**config.mk**
```make
export PLATFORM = sky130hd
export DESIGN_NAME = greedy_hit_track_matcher
export DESIGN_NICKNAME = d
export VERILOG_FILES = /design/src/hdl/ghtm_pkg.sv /design/src/hdl/ghtm_store.sv /design/src/hdl/ghtm_dist.sv /design/src/hdl/greedy_hit_track_matcher.sv
export SDC_FILE = /design/constraint.sdc
export NUM_CORES = 2
export LEC_CHECK = 0
export ABC_CLOCK_PERIOD_IN_PS = 15300
export BUFFER_PORTS_ARGS = -buffer_cell sky130_fd_sc_hd__buf_2
export CORE_AREA = 8 8 494 496
export DETAILED_ROUTE_END_ITERATION = 12
export DIE_AREA = 0 0 502 504
export GPL_TIMING_DRIVEN = 0
export PLACE_DENSITY = 0.79
export SETUP_SLACK_MARGIN = 0.05
export SYNTH_ARGS = -nofsm -noshare
export SYNTH_HDL_FRONTEND = slang
export SYNTH_SLANG_ARGS = --single-unit
export TNS_END_PERCENT = 30
```
**constraint.sdc**
```tcl
create_clock -name aclk -period 15.3 [get_ports aclk]
set_input_delay 3.06 -clock aclk [delete_from_list [all_inputs] [get_ports aclk]]
set_output_delay 3.06 -clock aclk [all_outputs]
set_load 0.01 [all_outputs]
```
**src/hdl/ghtm_pkg.sv**
```systemverilog
// ----------------------------------------------------------------------------
// ghtm_pkg
// Shared types and constants of the greedy hit/track matcher.
// ----------------------------------------------------------------------------
package ghtm_pkg;

    localparam int MAX_TRACKS_DEF = 32;
    localparam int MAX_HITS_DEF   = 32;
    localparam int RESULT_LIMIT   = 32;

    localparam int COORD_W   = 20;
    localparam int CUT_W     = 19;
    localparam int DIST_W    = 21;
    localparam int OUT_IDX_W = 5;
    localparam int OUT_CNT_W = 6;
    localparam int OP_W      = 2;
    localparam int CFG_IDX_W = 1;

    localparam logic [OP_W-1:0] OP_LOAD_TRACK = 2'd0;
    localparam logic [OP_W-1:0] OP_LOAD_HIT   = 2'd1;
    localparam logic [OP_W-1:0] OP_END_EVENT  = 2'd2;

    localparam logic [CFG_IDX_W-1:0] CFG_MAX_RES_U = 1'd0;
    localparam logic [CFG_IDX_W-1:0] CFG_MAX_RES_V = 1'd1;

    localparam logic [CUT_W-1:0] CUT_RESET = 19'd2000;

    typedef struct packed {
        logic [OP_W-1:0]           operation;
        logic signed [COORD_W-1:0] coord_u;
        logic signed [COORD_W-1:0] coord_v;
    } in_item_t;

    typedef struct packed {
        logic                 hit_valid;
        logic [OUT_IDX_W-1:0] hit_index;
        logic                 has_track;
        logic [OUT_IDX_W-1:0] track_index;
        logic [DIST_W-1:0]    match_distance;
        logic [OUT_CNT_W-1:0] match_count;
        logic                 overflow;
        logic                 last;
    } out_item_t;

    typedef struct packed {
        logic signed [COORD_W-1:0] u;
        logic signed [COORD_W-1:0] v;
    } coord_t;

    typedef struct packed {
        logic [CUT_W-1:0] cut_u;
        logic [CUT_W-1:0] cut_v;
    } cut_cfg_t;

    typedef struct packed {
        logic              valid;
        logic              ok;
        logic [DIST_W-1:0] distance;
    } pair_res_t;

endpackage

```
**src/hdl/ghtm_store.sv**
```systemverilog
// ----------------------------------------------------------------------------
// ghtm_store
// Single-port-write, single-port-read RAM with registered read data.
// ----------------------------------------------------------------------------
module ghtm_store #(
    parameter int DEPTH = 32,
    parameter int WIDTH = 40,
    parameter int AW    = 5
) (
    input  logic             aclk,
    input  logic             wr_en,
    input  logic [AW-1:0]    wr_addr,
    input  logic [WIDTH-1:0] wr_data,
    input  logic [AW-1:0]    rd_addr,
    output logic [WIDTH-1:0] rd_data
);

    logic [WIDTH-1:0] mem [DEPTH];
    logic [WIDTH-1:0] rd_data_reg;

    always_ff @(posedge aclk) begin
        if (wr_en) begin
            mem[wr_addr] <= wr_data;
        end
        rd_data_reg <= mem[rd_addr];
    end

    assign rd_data = rd_data_reg;

endmodule

```
**src/hdl/ghtm_dist.sv**
```systemverilog
// ----------------------------------------------------------------------------
// ghtm_dist
// Two-stage pair evaluator: absolute residuals, then cut check and distance.
// ----------------------------------------------------------------------------
module ghtm_dist #(
    parameter int TAG_W = 10
) (
    input  logic                aclk,
    input  logic                aresetn,
    input  ghtm_pkg::cut_cfg_t  cuts,
    input  logic                in_valid,
    input  logic [TAG_W-1:0]    in_tag,
    input  ghtm_pkg::coord_t    trk,
    input  ghtm_pkg::coord_t    hit,
    output ghtm_pkg::pair_res_t res,
    output logic [TAG_W-1:0]    res_tag,
    output logic                busy
);

    localparam int CW = ghtm_pkg::COORD_W;
    localparam int DW = ghtm_pkg::DIST_W;

    logic [CW:0]   diff_u;
    logic [CW:0]   diff_v;
    logic [CW-1:0] abs_u;
    logic [CW-1:0] abs_v;

    logic             s2_valid_reg;
    logic [TAG_W-1:0] s2_tag_reg;
    logic [CW-1:0]    du_reg;
    logic [CW-1:0]    dv_reg;

    logic          en_u;
    logic          en_v;
    logic          fail_u;
    logic          fail_v;
    logic [DW-1:0] dist_sum;

    ghtm_pkg::pair_res_t res_reg;
    logic [TAG_W-1:0]    res_tag_reg;

    // residuals of two 20-bit signed values always fit 20 bits unsigned
    assign diff_u = {trk.u[CW-1], trk.u} - {hit.u[CW-1], hit.u};
    assign diff_v = {trk.v[CW-1], trk.v} - {hit.v[CW-1], hit.v};
    assign abs_u  = diff_u[CW] ? CW'(-diff_u) : CW'(diff_u);
    assign abs_v  = diff_v[CW] ? CW'(-diff_v) : CW'(diff_v);

    // zero cut disables both the cut and its distance term
    assign en_u     = |cuts.cut_u;
    assign en_v     = |cuts.cut_v;
    assign fail_u   = en_u && (du_reg >= CW'(cuts.cut_u));
    assign fail_v   = en_v && (dv_reg >= CW'(cuts.cut_v));
    assign dist_sum = (en_u ? DW'(du_reg) : '0) + (en_v ? DW'(dv_reg) : '0);

    always_ff @(posedge aclk) begin
        if (!aresetn) begin
            s2_valid_reg  <= 1'b0;
            res_reg.valid <= 1'b0;
        end else begin
            s2_valid_reg  <= in_valid;
            res_reg.valid <= s2_valid_reg;
        end
    end

    always_ff @(posedge aclk) begin
        s2_tag_reg       <= in_tag;
        du_reg           <= abs_u;
        dv_reg           <= abs_v;
        res_tag_reg      <= s2_tag_reg;
        res_reg.ok       <= !fail_u && !fail_v;
        res_reg.distance <= dist_sum;
    end

    assign res     = res_reg;
    assign res_tag = res_tag_reg;
    assign busy    = s2_valid_reg || res_reg.valid;

endmodule

```
**src/hdl/greedy_hit_track_matcher.sv**
```systemverilog
// ----------------------------------------------------------------------------
// greedy_hit_track_matcher: greedy nearest-pair track/hit matcher
// Loads: 1 request per cycle, taken while idle. End of event: (M+1) rounds of
// scan, drain and resolve (one pair per cycle through the coordinate RAM read ports, M =
// pairs matched; no rounds when T or H is 0), then a read state and an emit state per result.
// Sync active-low reset; RAMs not cleared.
// ----------------------------------------------------------------------------
module greedy_hit_track_matcher #(
    parameter int MAX_TRACKS = ghtm_pkg::MAX_TRACKS_DEF,
    parameter int MAX_HITS   = ghtm_pkg::MAX_HITS_DEF
) (
    input  logic                              aclk,
    input  logic                              aresetn,
    input  logic                              s_valid,
    output logic                              s_ready,
    input  ghtm_pkg::in_item_t                s_data,
    output logic                              m_valid,
    input  logic                              m_ready,
    output ghtm_pkg::out_item_t               m_data,
    input  logic                              cfg_we,
    input  logic [ghtm_pkg::CFG_IDX_W-1:0]    cfg_addr,
    input  logic [ghtm_pkg::CUT_W-1:0]        cfg_wdata
);

    localparam int TIW      = (MAX_TRACKS > 1) ? $clog2(MAX_TRACKS) : 1;
    localparam int HIW      = (MAX_HITS > 1) ? $clog2(MAX_HITS) : 1;
    localparam int TCW      = $clog2(MAX_TRACKS + 1);
    localparam int HCW      = $clog2(MAX_HITS + 1);
    localparam int MIN_TH   = (MAX_TRACKS < MAX_HITS) ? MAX_TRACKS : MAX_HITS;
    localparam int MCW      = $clog2(MIN_TH + 1);
    localparam int EMIT_MAX = (MAX_HITS < ghtm_pkg::RESULT_LIMIT) ? MAX_HITS
                                                                  : ghtm_pkg::RESULT_LIMIT;
    localparam int DW       = ghtm_pkg::DIST_W;
    localparam int CRD_W    = $bits(ghtm_pkg::coord_t);
    localparam int RES_W    = TIW + DW;
    localparam int TAG_W    = TIW + HIW;

    localparam logic [2:0] ST_IDLE    = 3'd0;
    localparam logic [2:0] ST_SCAN    = 3'd1;
    localparam logic [2:0] ST_DRAIN   = 3'd2;
    localparam logic [2:0] ST_RESOLVE = 3'd3;
    localparam logic [2:0] ST_RD      = 3'd4;
    localparam logic [2:0] ST_EMIT    = 3'd5;

    logic [2:0] state_reg;
    logic [2:0] state_next;

    logic [ghtm_pkg::CUT_W-1:0] cut_u_reg;
    logic [ghtm_pkg::CUT_W-1:0] cut_v_reg;
    ghtm_pkg::cut_cfg_t         cuts;

    logic [TCW-1:0]        track_count_reg;
    logic [HCW-1:0]        hit_count_reg;
    logic                  overflow_reg;
    logic [MAX_TRACKS-1:0] track_taken_reg;
    logic [MAX_HITS-1:0]   hit_taken_reg;

    logic [TIW-1:0]   scan_t_reg;
    logic [HIW-1:0]   scan_h_reg;
    logic             s1_valid_reg;
    logic [TAG_W-1:0] s1_tag_reg;

    logic           found_reg;
    logic [TIW-1:0] best_t_reg;
    logic [HIW-1:0] best_h_reg;
    logic [DW-1:0]  best_d_reg;
    logic [MCW-1:0] match_cnt_reg;

    logic [HIW-1:0]      emit_k_reg;
    logic                m_valid_reg;
    ghtm_pkg::out_item_t m_data_reg;

    logic s_acc;
    logic trk_wr;
    logic hit_wr;
    logic trk_full;
    logic hit_full;
    logic t_last;
    logic h_last;
    logic pair_last;
    logic issue_skip;
    logic dist_busy;
    logic better;
    logic out_load;
    logic emit_last;
    logic emit_has;
    logic [HCW-1:0] emit_n;

    logic [CRD_W-1:0] trk_rd;
    logic [CRD_W-1:0] hit_rd;
    logic [RES_W-1:0] res_wdata;
    logic [RES_W-1:0] res_rd;
    logic [TIW-1:0]   res_partner;
    logic [DW-1:0]    res_dist;

    ghtm_pkg::pair_res_t pair_res;
    logic [TAG_W-1:0]    pair_tag;
    ghtm_pkg::coord_t    load_crd;

    // ------------------------------------------------------------------
    // Handshake and load decode
    // ------------------------------------------------------------------
    assign s_ready  = aresetn && (state_reg == ST_IDLE);
    assign s_acc    = s_valid && s_ready;
    assign trk_full = (track_count_reg == TCW'(MAX_TRACKS));
    assign hit_full = (hit_count_reg == HCW'(MAX_HITS));
    assign trk_wr   = s_acc && (s_data.operation == ghtm_pkg::OP_LOAD_TRACK) && !trk_full;
    assign hit_wr   = s_acc && (s_data.operation == ghtm_pkg::OP_LOAD_HIT) && !hit_full;

    assign load_crd.u = s_data.coord_u;
    assign load_crd.v = s_data.coord_v;

    assign cuts.cut_u = cut_u_reg;
    assign cuts.cut_v = cut_v_reg;

    // ------------------------------------------------------------------
    // Memories
    // ------------------------------------------------------------------
    ghtm_store #(
        .DEPTH (MAX_TRACKS),
        .WIDTH (CRD_W),
        .AW    (TIW)
    ) u_trk_store (
        .aclk    (aclk),
        .wr_en   (trk_wr),
        .wr_addr (track_count_reg[TIW-1:0]),
        .wr_data (load_crd),
        .rd_addr (scan_t_reg),
        .rd_data (trk_rd)
    );

    ghtm_store #(
        .DEPTH (MAX_HITS),
        .WIDTH (CRD_W),
        .AW    (HIW)
    ) u_hit_store (
        .aclk    (aclk),
        .wr_en   (hit_wr),
        .wr_addr (hit_count_reg[HIW-1:0]),
        .wr_data (load_crd),
        .rd_addr (scan_h_reg),
        .rd_data (hit_rd)
    );

    // per-hit partner and distance, written once per matched round
    assign res_wdata = {best_t_reg, best_d_reg};

    ghtm_store #(
        .DEPTH (MAX_HITS),
        .WIDTH (RES_W),
        .AW    (HIW)
    ) u_res_store (
        .aclk    (aclk),
        .wr_en   ((state_reg == ST_RESOLVE) && found_reg),
        .wr_addr (best_h_reg),
        .wr_data (res_wdata),
        .rd_addr (emit_k_reg),
        .rd_data (res_rd)
    );

    assign res_partner = res_rd[RES_W-1:DW];
    assign res_dist    = res_rd[DW-1:0];

    // ------------------------------------------------------------------
    // Pair scan: track-major, one pair issued per cycle
    // ------------------------------------------------------------------
    assign t_last     = ((TCW'(scan_t_reg) + TCW'(1)) == track_count_reg);
    assign h_last     = ((HCW'(scan_h_reg) + HCW'(1)) == hit_count_reg);
    assign pair_last  = t_last && h_last;
    assign issue_skip = track_taken_reg[scan_t_reg] || hit_taken_reg[scan_h_reg];

    ghtm_dist #(
        .TAG_W (TAG_W)
    ) u_dist (
        .aclk     (aclk),
        .aresetn  (aresetn),
        .cuts     (cuts),
        .in_valid (s1_valid_reg),
        .in_tag   (s1_tag_reg),
        .trk      (trk_rd),
        .hit      (hit_rd),
        .res      (pair_res),
        .res_tag  (pair_tag),
        .busy     (dist_busy)
    );

    // strict less keeps the first pair in scan order on ties
    assign better = pair_res.valid && pair_res.ok &&
                    (!found_reg || (pair_res.distance < best_d_reg));

    // ------------------------------------------------------------------
    // Result emission
    // ------------------------------------------------------------------
    assign emit_n    = (hit_count_reg > HCW'(EMIT_MAX)) ? HCW'(EMIT_MAX) : hit_count_reg;
    assign emit_last = (hit_count_reg == '0) || ((HCW'(emit_k_reg) + HCW'(1)) == emit_n);
    assign emit_has  = (hit_count_reg != '0) && hit_taken_reg[emit_k_reg];
    assign out_load  = (state_reg == ST_EMIT) && (!m_valid_reg || m_ready);

    // ------------------------------------------------------------------
    // Sequencer
    // ------------------------------------------------------------------
    always_comb begin
        state_next = state_reg;
        unique case (state_reg)
            ST_IDLE: begin
                if (s_acc && (s_data.operation == ghtm_pkg::OP_END_EVENT)) begin
                    state_next = ((track_count_reg == '0) || (hit_count_reg == '0)) ? ST_RD
                                                                                    : ST_SCAN;
                end
            end
            ST_SCAN: begin
                if (pair_last) begin
                    state_next = ST_DRAIN;
                end
            end
            ST_DRAIN: begin
                if (!s1_valid_reg && !dist_busy) begin
                    state_next = ST_RESOLVE;
                end
            end
            ST_RESOLVE: begin
                state_next = found_reg ? ST_SCAN : ST_RD;
            end
            ST_RD: begin
                state_next = ST_EMIT;
            end
            ST_EMIT: begin
                if (out_load) begin
                    state_next = emit_last ? ST_IDLE : ST_RD;
                end
            end
            default: begin
                state_next = ST_IDLE;
            end
        endcase
    end

    always_ff @(posedge aclk) begin
        if (!aresetn) begin
            state_reg       <= ST_IDLE;
            cut_u_reg       <= ghtm_pkg::CUT_RESET;
            cut_v_reg       <= ghtm_pkg::CUT_RESET;
            track_count_reg <= '0;
            hit_count_reg   <= '0;
            overflow_reg    <= 1'b0;
            track_taken_reg <= '0;
            hit_taken_reg   <= '0;
            scan_t_reg      <= '0;
            scan_h_reg      <= '0;
            s1_valid_reg    <= 1'b0;
            found_reg       <= 1'b0;
            match_cnt_reg   <= '0;
            emit_k_reg      <= '0;
            m_valid_reg     <= 1'b0;
        end else begin
            state_reg <= state_next;

            if (cfg_we) begin
                unique case (cfg_addr)
                    ghtm_pkg::CFG_MAX_RES_U: cut_u_reg <= cfg_wdata;
                    ghtm_pkg::CFG_MAX_RES_V: cut_v_reg <= cfg_wdata;
                    default: ;
                endcase
            end

            if (s_acc) begin
                case (s_data.operation)
                    ghtm_pkg::OP_LOAD_TRACK: begin
                        if (trk_full) begin
                            overflow_reg <= 1'b1;
                        end else begin
                            track_count_reg <= track_count_reg + TCW'(1);
                        end
                    end
                    ghtm_pkg::OP_LOAD_HIT: begin
                        if (hit_full) begin
                            overflow_reg <= 1'b1;
                        end else begin
                            hit_count_reg <= hit_count_reg + HCW'(1);
                        end
                    end
                    ghtm_pkg::OP_END_EVENT: begin
                        scan_t_reg    <= '0;
                        scan_h_reg    <= '0;
                        found_reg     <= 1'b0;
                        match_cnt_reg <= '0;
                        emit_k_reg    <= '0;
                    end
                    default: ;
                endcase
            end

            s1_valid_reg <= (state_reg == ST_SCAN) && !issue_skip;
            if (state_reg == ST_SCAN) begin
                if (h_last) begin
                    scan_h_reg <= '0;
                    scan_t_reg <= scan_t_reg + TIW'(1);
                end else begin
                    scan_h_reg <= scan_h_reg + HIW'(1);
                end
            end

            if ((state_reg == ST_RESOLVE) && found_reg) begin
                track_taken_reg[best_t_reg] <= 1'b1;
                hit_taken_reg[best_h_reg]   <= 1'b1;
                match_cnt_reg               <= match_cnt_reg + MCW'(1);
                scan_t_reg                  <= '0;
                scan_h_reg                  <= '0;
                found_reg                   <= 1'b0;
            end

            if (better) begin
                found_reg <= 1'b1;
            end

            if (out_load) begin
                m_valid_reg <= 1'b1;
                if (emit_last) begin
                    track_count_reg <= '0;
                    hit_count_reg   <= '0;
                    overflow_reg    <= 1'b0;
                    track_taken_reg <= '0;
                    hit_taken_reg   <= '0;
                    emit_k_reg      <= '0;
                end else begin
                    emit_k_reg <= emit_k_reg + HIW'(1);
                end
            end else if (m_ready) begin
                m_valid_reg <= 1'b0;
            end
        end
    end

    always_ff @(posedge aclk) begin
        s1_tag_reg <= {scan_t_reg, scan_h_reg};
        if (better) begin
            best_d_reg               <= pair_res.distance;
            {best_t_reg, best_h_reg} <= pair_tag;
        end
        if (out_load) begin
            m_data_reg.hit_valid      <= (hit_count_reg != '0);
            m_data_reg.hit_index      <= ghtm_pkg::OUT_IDX_W'(emit_k_reg);
            m_data_reg.has_track      <= emit_has;
            m_data_reg.track_index    <= emit_has ? ghtm_pkg::OUT_IDX_W'(res_partner) : '0;
            m_data_reg.match_distance <= emit_has ? res_dist : '0;
            m_data_reg.match_count    <= ghtm_pkg::OUT_CNT_W'(match_cnt_reg);
            m_data_reg.overflow       <= overflow_reg;
            m_data_reg.last           <= emit_last;
        end
    end

    assign m_valid = m_valid_reg;
    assign m_data  = m_data_reg;

endmodule

```
[Word level (Yosys, flattened, before mapping)]
Memories as Yosys holds them, arrays and structs flattened. A register that Yosys moved wholly into a read port is not among the register bits.
Cells that the tools add are included.
Storage, ports and cells
  bits in registers: 308
  bits in writable memories: 3392
  memories: 3
  output and inout port bits: 43
  logic and storage cells: 212
Memory list
  u_hit_store.mem: depth 32, width 40, rd ports 1, clocked after Yosys merged registers in 1, wr ports 1, RTL line ghtm_store.sv:18  | logic [WIDTH-1:0] mem [DEPTH];
  u_trk_store.mem: depth 32, width 40, rd ports 1, clocked after Yosys merged registers in 1, wr ports 1, RTL line ghtm_store.sv:18
  u_res_store.mem: depth 32, width 26, rd ports 1, clocked after Yosys merged registers in 1, wr ports 1, RTL line ghtm_store.sv:18
Cells by class
  add/subtract/negate cells: 14
  mux-type cells: 70
  bitwise gates (word level): 4
  eq/ne operators: 16
  reductions and logical operators: 59
  order comparisons: 11
Operator list (number)
  $mux W32: 6
  $mux W6: 14
  $mux W20: 4
  $or A32 B32 Y32: 2
  $mux W5: 10
  $sub A20 B20 Y21: 2
  $ge A20 B19 Y1: 2
  $neg A20 Y20: 2
  $reduce_or A19 Y1: 2
  $lt A5 B6 Y1 const B: 5
  $mux W1: 22
  $add A21 B21 Y21: 1
  $lt A21 B21 Y1: 1
  $mux W3: 7
  $logic_and A1 B1 Y1: 20
  $add A5 B1 Y6 const B: 3
  $add A6 B1 Y6 const B: 3
  $eq A6 B6 Y1: 3
  $pmux W3 S6: 1
  $add A5 B1 Y5 const B: 3
  $bmux W1 S5: 3
  $reduce_bool A2 Y1: 7
  $eq A6 B6 Y1 const B: 2
  $logic_not A6 Y1: 2
  other kinds (21): 47

[Depth between registers and ports, before layout]
  depth after elaboration: 8
  depth in mapped cells: 17
  gate-level depth less buffers: 16

[Cells and area by module]
A second synthesis with hierarchy kept.
Second synthesis, totals
  cell total of the unflattened synthesis: 9248
  area, all modules: 150605.7 µm²
By module, submodules not included
  ghtm_store (u_hit_store ...): area an instance 50564.7 µm², instances 2, cells an instance 2813
  ghtm_store (u_res_store): area an instance 32961.6 µm², instances 1, cells an instance 1848
  greedy_hit_track_matcher: area an instance 9671.8 µm², instances 1, cells an instance 945
  ghtm_dist: area an instance 6842.8 µm², instances 1, cells an instance 829

[Worst setup path after synthesis]
OpenSTA, ideal clock, no wires.
  path kind: register -> register
  start: register best_d_reg[6]
  end: register best_d_reg[0] (enable)
  path slack: 7.525 ns
  clock period less this slack: 7.775 ns
  arrival: 7.188 ns
  cell stages (with the launch flop): 13
  buffers on the path: 0
  path through: edfxtp_1 > inv_1 > ha_1 > a21o_1 > a21o_1 > a21oi_1 > nor2b_1 > o21ai_0 > a21oi_1 > o31ai_1 > a21o_1 > a211oi_1 > a2111oi_0
Between the ends
  word-level cells in the longest chain between the ends: 3
RTL lines
  start: declaration: RTL line greedy_hit_track_matcher.sv:66  | logic [DW-1:0] best_d_reg;
  start signal: assignment: RTL line greedy_hit_track_matcher.sv:337  | best_d_reg <= pair_res.distance;
  $lt A21 B21 Y1: RTL line greedy_hit_track_matcher.sv:189  | (!found_reg || (pair_res.distance < best_d_reg));
  $logic_or A1 B1 Y1: RTL line greedy_hit_track_matcher.sv:189
  $logic_and A1 B1 Y1: RTL line greedy_hit_track_matcher.sv:188  | assign better = pair_res.valid && pair_res.ok &&
  via better: RTL line greedy_hit_track_matcher.sv:83  | logic better;
The timed path passes the listed nets, and every way through them passes these cells.
A chain may end at the register's enable or synchronous reset.

[Worst setup path in the final report]
  start: input port aresetn
  end: output port s_ready
Between the ends
  word-level cells in the longest chain between the ends: 1
RTL lines
  start: declaration: RTL line greedy_hit_track_matcher.sv:13  | input logic aresetn,
  $logic_and A1 B1 Y1: RTL line greedy_hit_track_matcher.sv:103  | assign s_ready = aresetn && (state_reg == ST_IDLE);
  end: declaration: RTL line greedy_hit_track_matcher.sv:15  | output logic s_ready,
No other way between the ends.

==> results by stage <==
Timing:
- The count of final max-slew check failures came to 26.
- Setup repair after global routing left no endpoint under its margin.
- In this run the tightest slew margin relative to its limit is -0.01822.
- Setup total negative slack on the finished layout was measured at 0 ps.
- The top achievable clock speed is 134.2 MHz.
- The worst slack on hold paths is 325.0 ps.
- The final-report hold violation count is 0.
- The worst setup skew after layout is 76.31 ps.
- Dividing the final minimum period by the clock period gives 0.4872.
- After layout, the worst setup slack is 7846 ps.
- The final critical delay including setup and external delays is 7454 ps.
- Setup violations remaining at the end of the flow were counted as 0.
- The actual slew at the worst max-slew pin is 1527 ps.

CTS:
- The clock net in this run drives a total of 3,806 sinks.
- The count of instances resized after the clock tree is built is 0.
- The clock latency of the later-clocked register in the worst-skew pair is 1000 ps.
- The clock-pin transition on the worst setup and hold timing paths is 60 ps.
- The clock tree synthesis step divided the H-tree into 5 levels.
- The post-cts hold buffer count is 0.
- The root buffer cell is sky130_fd_sc_hd__clkbuf_16.
- The TritonCTS clock tree is built.
- Post-CTS timing repair inserted 0 buffers for setup.
- Buffers inserted during clock tree synthesis total 372.
- The maximum clock insertion buffer count is 4.

Global routing:
- Entering global routing, the biggest net connects 65 pins.
- The first-pass GRT wire length is 584,700 microns.
- The remaining global-route overflow is 0.
- The via count of the first global-routing pass came to 81,560.
- For this run, the total global-route usage over all layers was measured as 0.3234.
- The number of antenna violations at the first check in global routing is 34.

Setup path:
- The arrival time of data at the critical path endpoint is 4390 ps.
- Data on the critical path is required at its endpoint by 12,240 ps.
- The launching element type of the critical path is a primary input.
- The worst register-to-register path ends at u_hit_store.rd_data[30]$_DFF_P_.
- The maximum single-stage delay on the critical path is 510 ps.
- The origin of the critical flop-to-flop path is scan_h_reg[0]$_SDFFE_PP0P_.
- The start-to-end type of the worst setup path is in -> out.
- The cell with the largest stage delay on the worst path is sky130_fd_sc_hd__clkbuf_1.
- The cell family contributing the most delay on the critical path is buffers and inverters.
- The maximum net fanout on the critical path is 9.
- The endpoint type of the worst setup path is an output port.
- The critical path runs through a total of 3 cells.
- The setup check on the worst reg-to-reg path leaves a slack of 10,050 ps.
- The length in cells of the worst reg-to-reg path is 6.
- Together, buffers and inverters on the worst path number 2.
- The critical path goes through clkbuf_1 -> nor4b_1 -> buf_2.

Placement:
- The worst slack at placement is 7673 ps.
- Summing all placed instances gives a cell area of 155,500 sq um.
- Port buffering added 108 buffers.
- The congestion estimate from routability-driven global placement came to 0.9122.
- Once detailed placement completed, the half-perimeter wirelength came to 253,700 microns.

Drt:
- The detailed-routing iteration count for the pre-antenna-repair pass is 8.
- The number of DRC markers after the initial detailed-route iteration is 12,500.
- The total length of routed wires is 418,400 microns.
- The DRC violations left is 0.
- The ratio of routed vias to standard cells is 7.023.
- After detailed routing, the average wire length per cell comes to 36.16 microns.
- The post-detailed-route count of antenna-violating nets is 0.
- The total via count after detailed routing is 81,270.

Power:
- Of the total power, registers draw 0.532.
- The power density over the cells is 128.7 nW/um^2.
- In this run the static leakage power is 51.59 nW.
- The switching power total is 4.636 mW.
- The share of total power dissipated in combinational logic is 0.048.
- The switching share of total power is 0.2153.
- The worst-case IR drop observed on VDD is 0.09509 mV.
- Cell internal power was estimated by the tool at 16.89 mW.
- The clock share of power is 0.419.

Cells and area:
- The post-layout net count is 8,273.
- The top cell types in the final layout, fill and taps aside, are 3,464 x sky130_fd_sc_hd__edfxtp_1, 848 x sky130_fd_sc_hd__mux4_2, 379 x sky130_fd_sc_hd__clkbuf_16.
- Once layout is complete, the utilization of the core stands at 0.7081.
- The commonest non-fill, non-tap cell in the layout is sky130_fd_sc_hd__edfxtp_1.
- The share of cells above drive strength 1 is 0.2322.
- After routing the design area is 167,300 sq um.
- In the final layout, the registers with the most flip-flops are u_hit_store.mem (1280), u_trk_store.mem (1280), u_res_store.mem (832).
- The synthesis-to-layout area growth is 13.11%.

Floorplanning:
- The row count is 179.
- The floorplan step defined a die boundary enclosing 253,000 sq um.
- In this run the count of I/O pins placed on the die edge is 110.
- The vertical die dimension is 504 microns.
- The floorplan step set the die width to 502 microns.
- The placeable core area is 236,300 sq um.
- The initial utilization of the core area, before any placement, comes to 0.6261.

Synth:
- The most used flip-flop cell after synthesis is sky130_fd_sc_hd__edfxtp_1.
- The synthesized design contains 3,806 register bits.
- The proportion of synthesized chip area in sequential cells is 0.7495.
- Counting flops with a built-in enable in the synthesized netlist gives 3,464.
- The synthesized netlist occupies a cell area of 147,900 sq um.
- The count of synthesis-stage warnings from yosys is 0.
- The gate count after technology mapping is 7,474.
- The number of different library cells used by synthesis comes to 86.
- The post-synth net total is 7,676.
- Averaged over all synthesized cells, the footprint is 19.79 sq um.
- Counting flops with an async set or reset pin after synthesis yields a share of 0.

Run status:
- The final reports fail on max-capacitance violations, max-slew violations.
- The flow ran to the end, but the final reports show violations.

Worst hold path:
- The startpoint of the lowest-slack hold path is s1_tag_reg[1]$_DFF_P_.
- The end point of the most critical hold path is u_dist.s2_tag_reg[1]$_DFF_P_.
- The class of the tightest hold or removal check is reg -> reg.
- Counting instances, the worst hold path has a depth of 0.

Job:
- The number of max-cap violations is 2.
[stage by stage]
| step | power (mW) | std cells |
|---|---|---|
| after floorplan | 12.28 | 7474 |
| after global placement | 12.64 | 10750 |
| after detailed placement | 12.68 | 10860 |
| after CTS | 21.49 | 11520 |
| after global routing | 21.97 | 11570 |
| final | 21.53 | 11570 |
[worst reg2reg max path: cells and delay by family (launching register included)]
kind / cells / cell delay, ps
buffers and inverters: 3 / 2990
multiplexers: 3 / 1710
flip-flops: 1 / 380
[worst max-delay path by stage]
stage	start	end
final	aresetn	s_ready
after global routing	aresetn	s_ready
after CTS	aresetn	s_ready
after detailed placement	aresetn	u_hit_store.mem[17][4]$_DFFE_PP_
after global placement	aresetn	u_hit_store.mem[31][9]$_DFFE_PP_
after floorplan	best_d_reg[6]$_DFFE_PP_	best_d_reg[0]$_DFFE_PP_
[power by group through the flow]
stage,combinational (mW),clock (mW),sequential (mW)
floorplan,0.631,0,11.6
global placement,0.954,0,11.7
detailed placement,0.993,0,11.7
CTS,1.02,9.01,11.5
global route,1.11,9.40,11.5
finish,1.04,9.03,11.5
[kinds of logic after synthesis]
logic type,share of synthesized area
DFF,0.7495
muxes,0.1572
and+or+nand+nor,0.02882
AOI/OAI and AO/OA,0.03436
buffers and inverters,0.01318
adders and majority gates,0.01157
xor gates and xnor gates,0.005379
[layout make-up]
class	count	area, sq um
sequential	3806	110900
fill	13040	68960
multi-input combinational	3171	35830
clock buffer	463	9940
tap	3167	3963
timing repair buffer	223	2859
clock inverter	198	1788
buffer	365	1460
inverter	132	495.5
antenna	47	117.6
[cell usage after synthesis, types with 132 or more instances]
| cell type | number | area, sq um |
|---|---|---|
| sky130_fd_sc_hd__a21oi_1 | 217 | 1086 |
| sky130_fd_sc_hd__mux4_2 | 848 | 19100 |
| sky130_fd_sc_hd__o21ai_0 | 179 | 895.9 |
| sky130_fd_sc_hd__nor2_1 | 311 | 1167 |
| sky130_fd_sc_hd__edfxtp_1 | 3464 | 104000 |
| sky130_fd_sc_hd__ha_1 | 132 | 1652 |
| sky130_fd_sc_hd__dfxtp_1 | 342 | 6847 |
| sky130_fd_sc_hd__clkbuf_1 | 247 | 927.1 |
| sky130_fd_sc_hd__mux2i_1 | 249 | 2492 |
| sky130_fd_sc_hd__mux2_2 | 148 | 1667 |
| sky130_fd_sc_hd__inv_1 | 132 | 495.5 |
| sky130_fd_sc_hd__nand2_1 | 306 | 1149 |
[metal layers]
metal / GRT usage / part of all wire / vias up
met3: 0.07139 / 0.11 / 1384
met5: 0 / 0.00019 / -
met1: 0.4047 / 0.33 / 41360
li1: - / - / 31680
met2: 0.5211 / 0.48 / 6835
met4: 0.1980 / 0.075 / 12
Note: power is estimated with default switching activity, not from simulation.
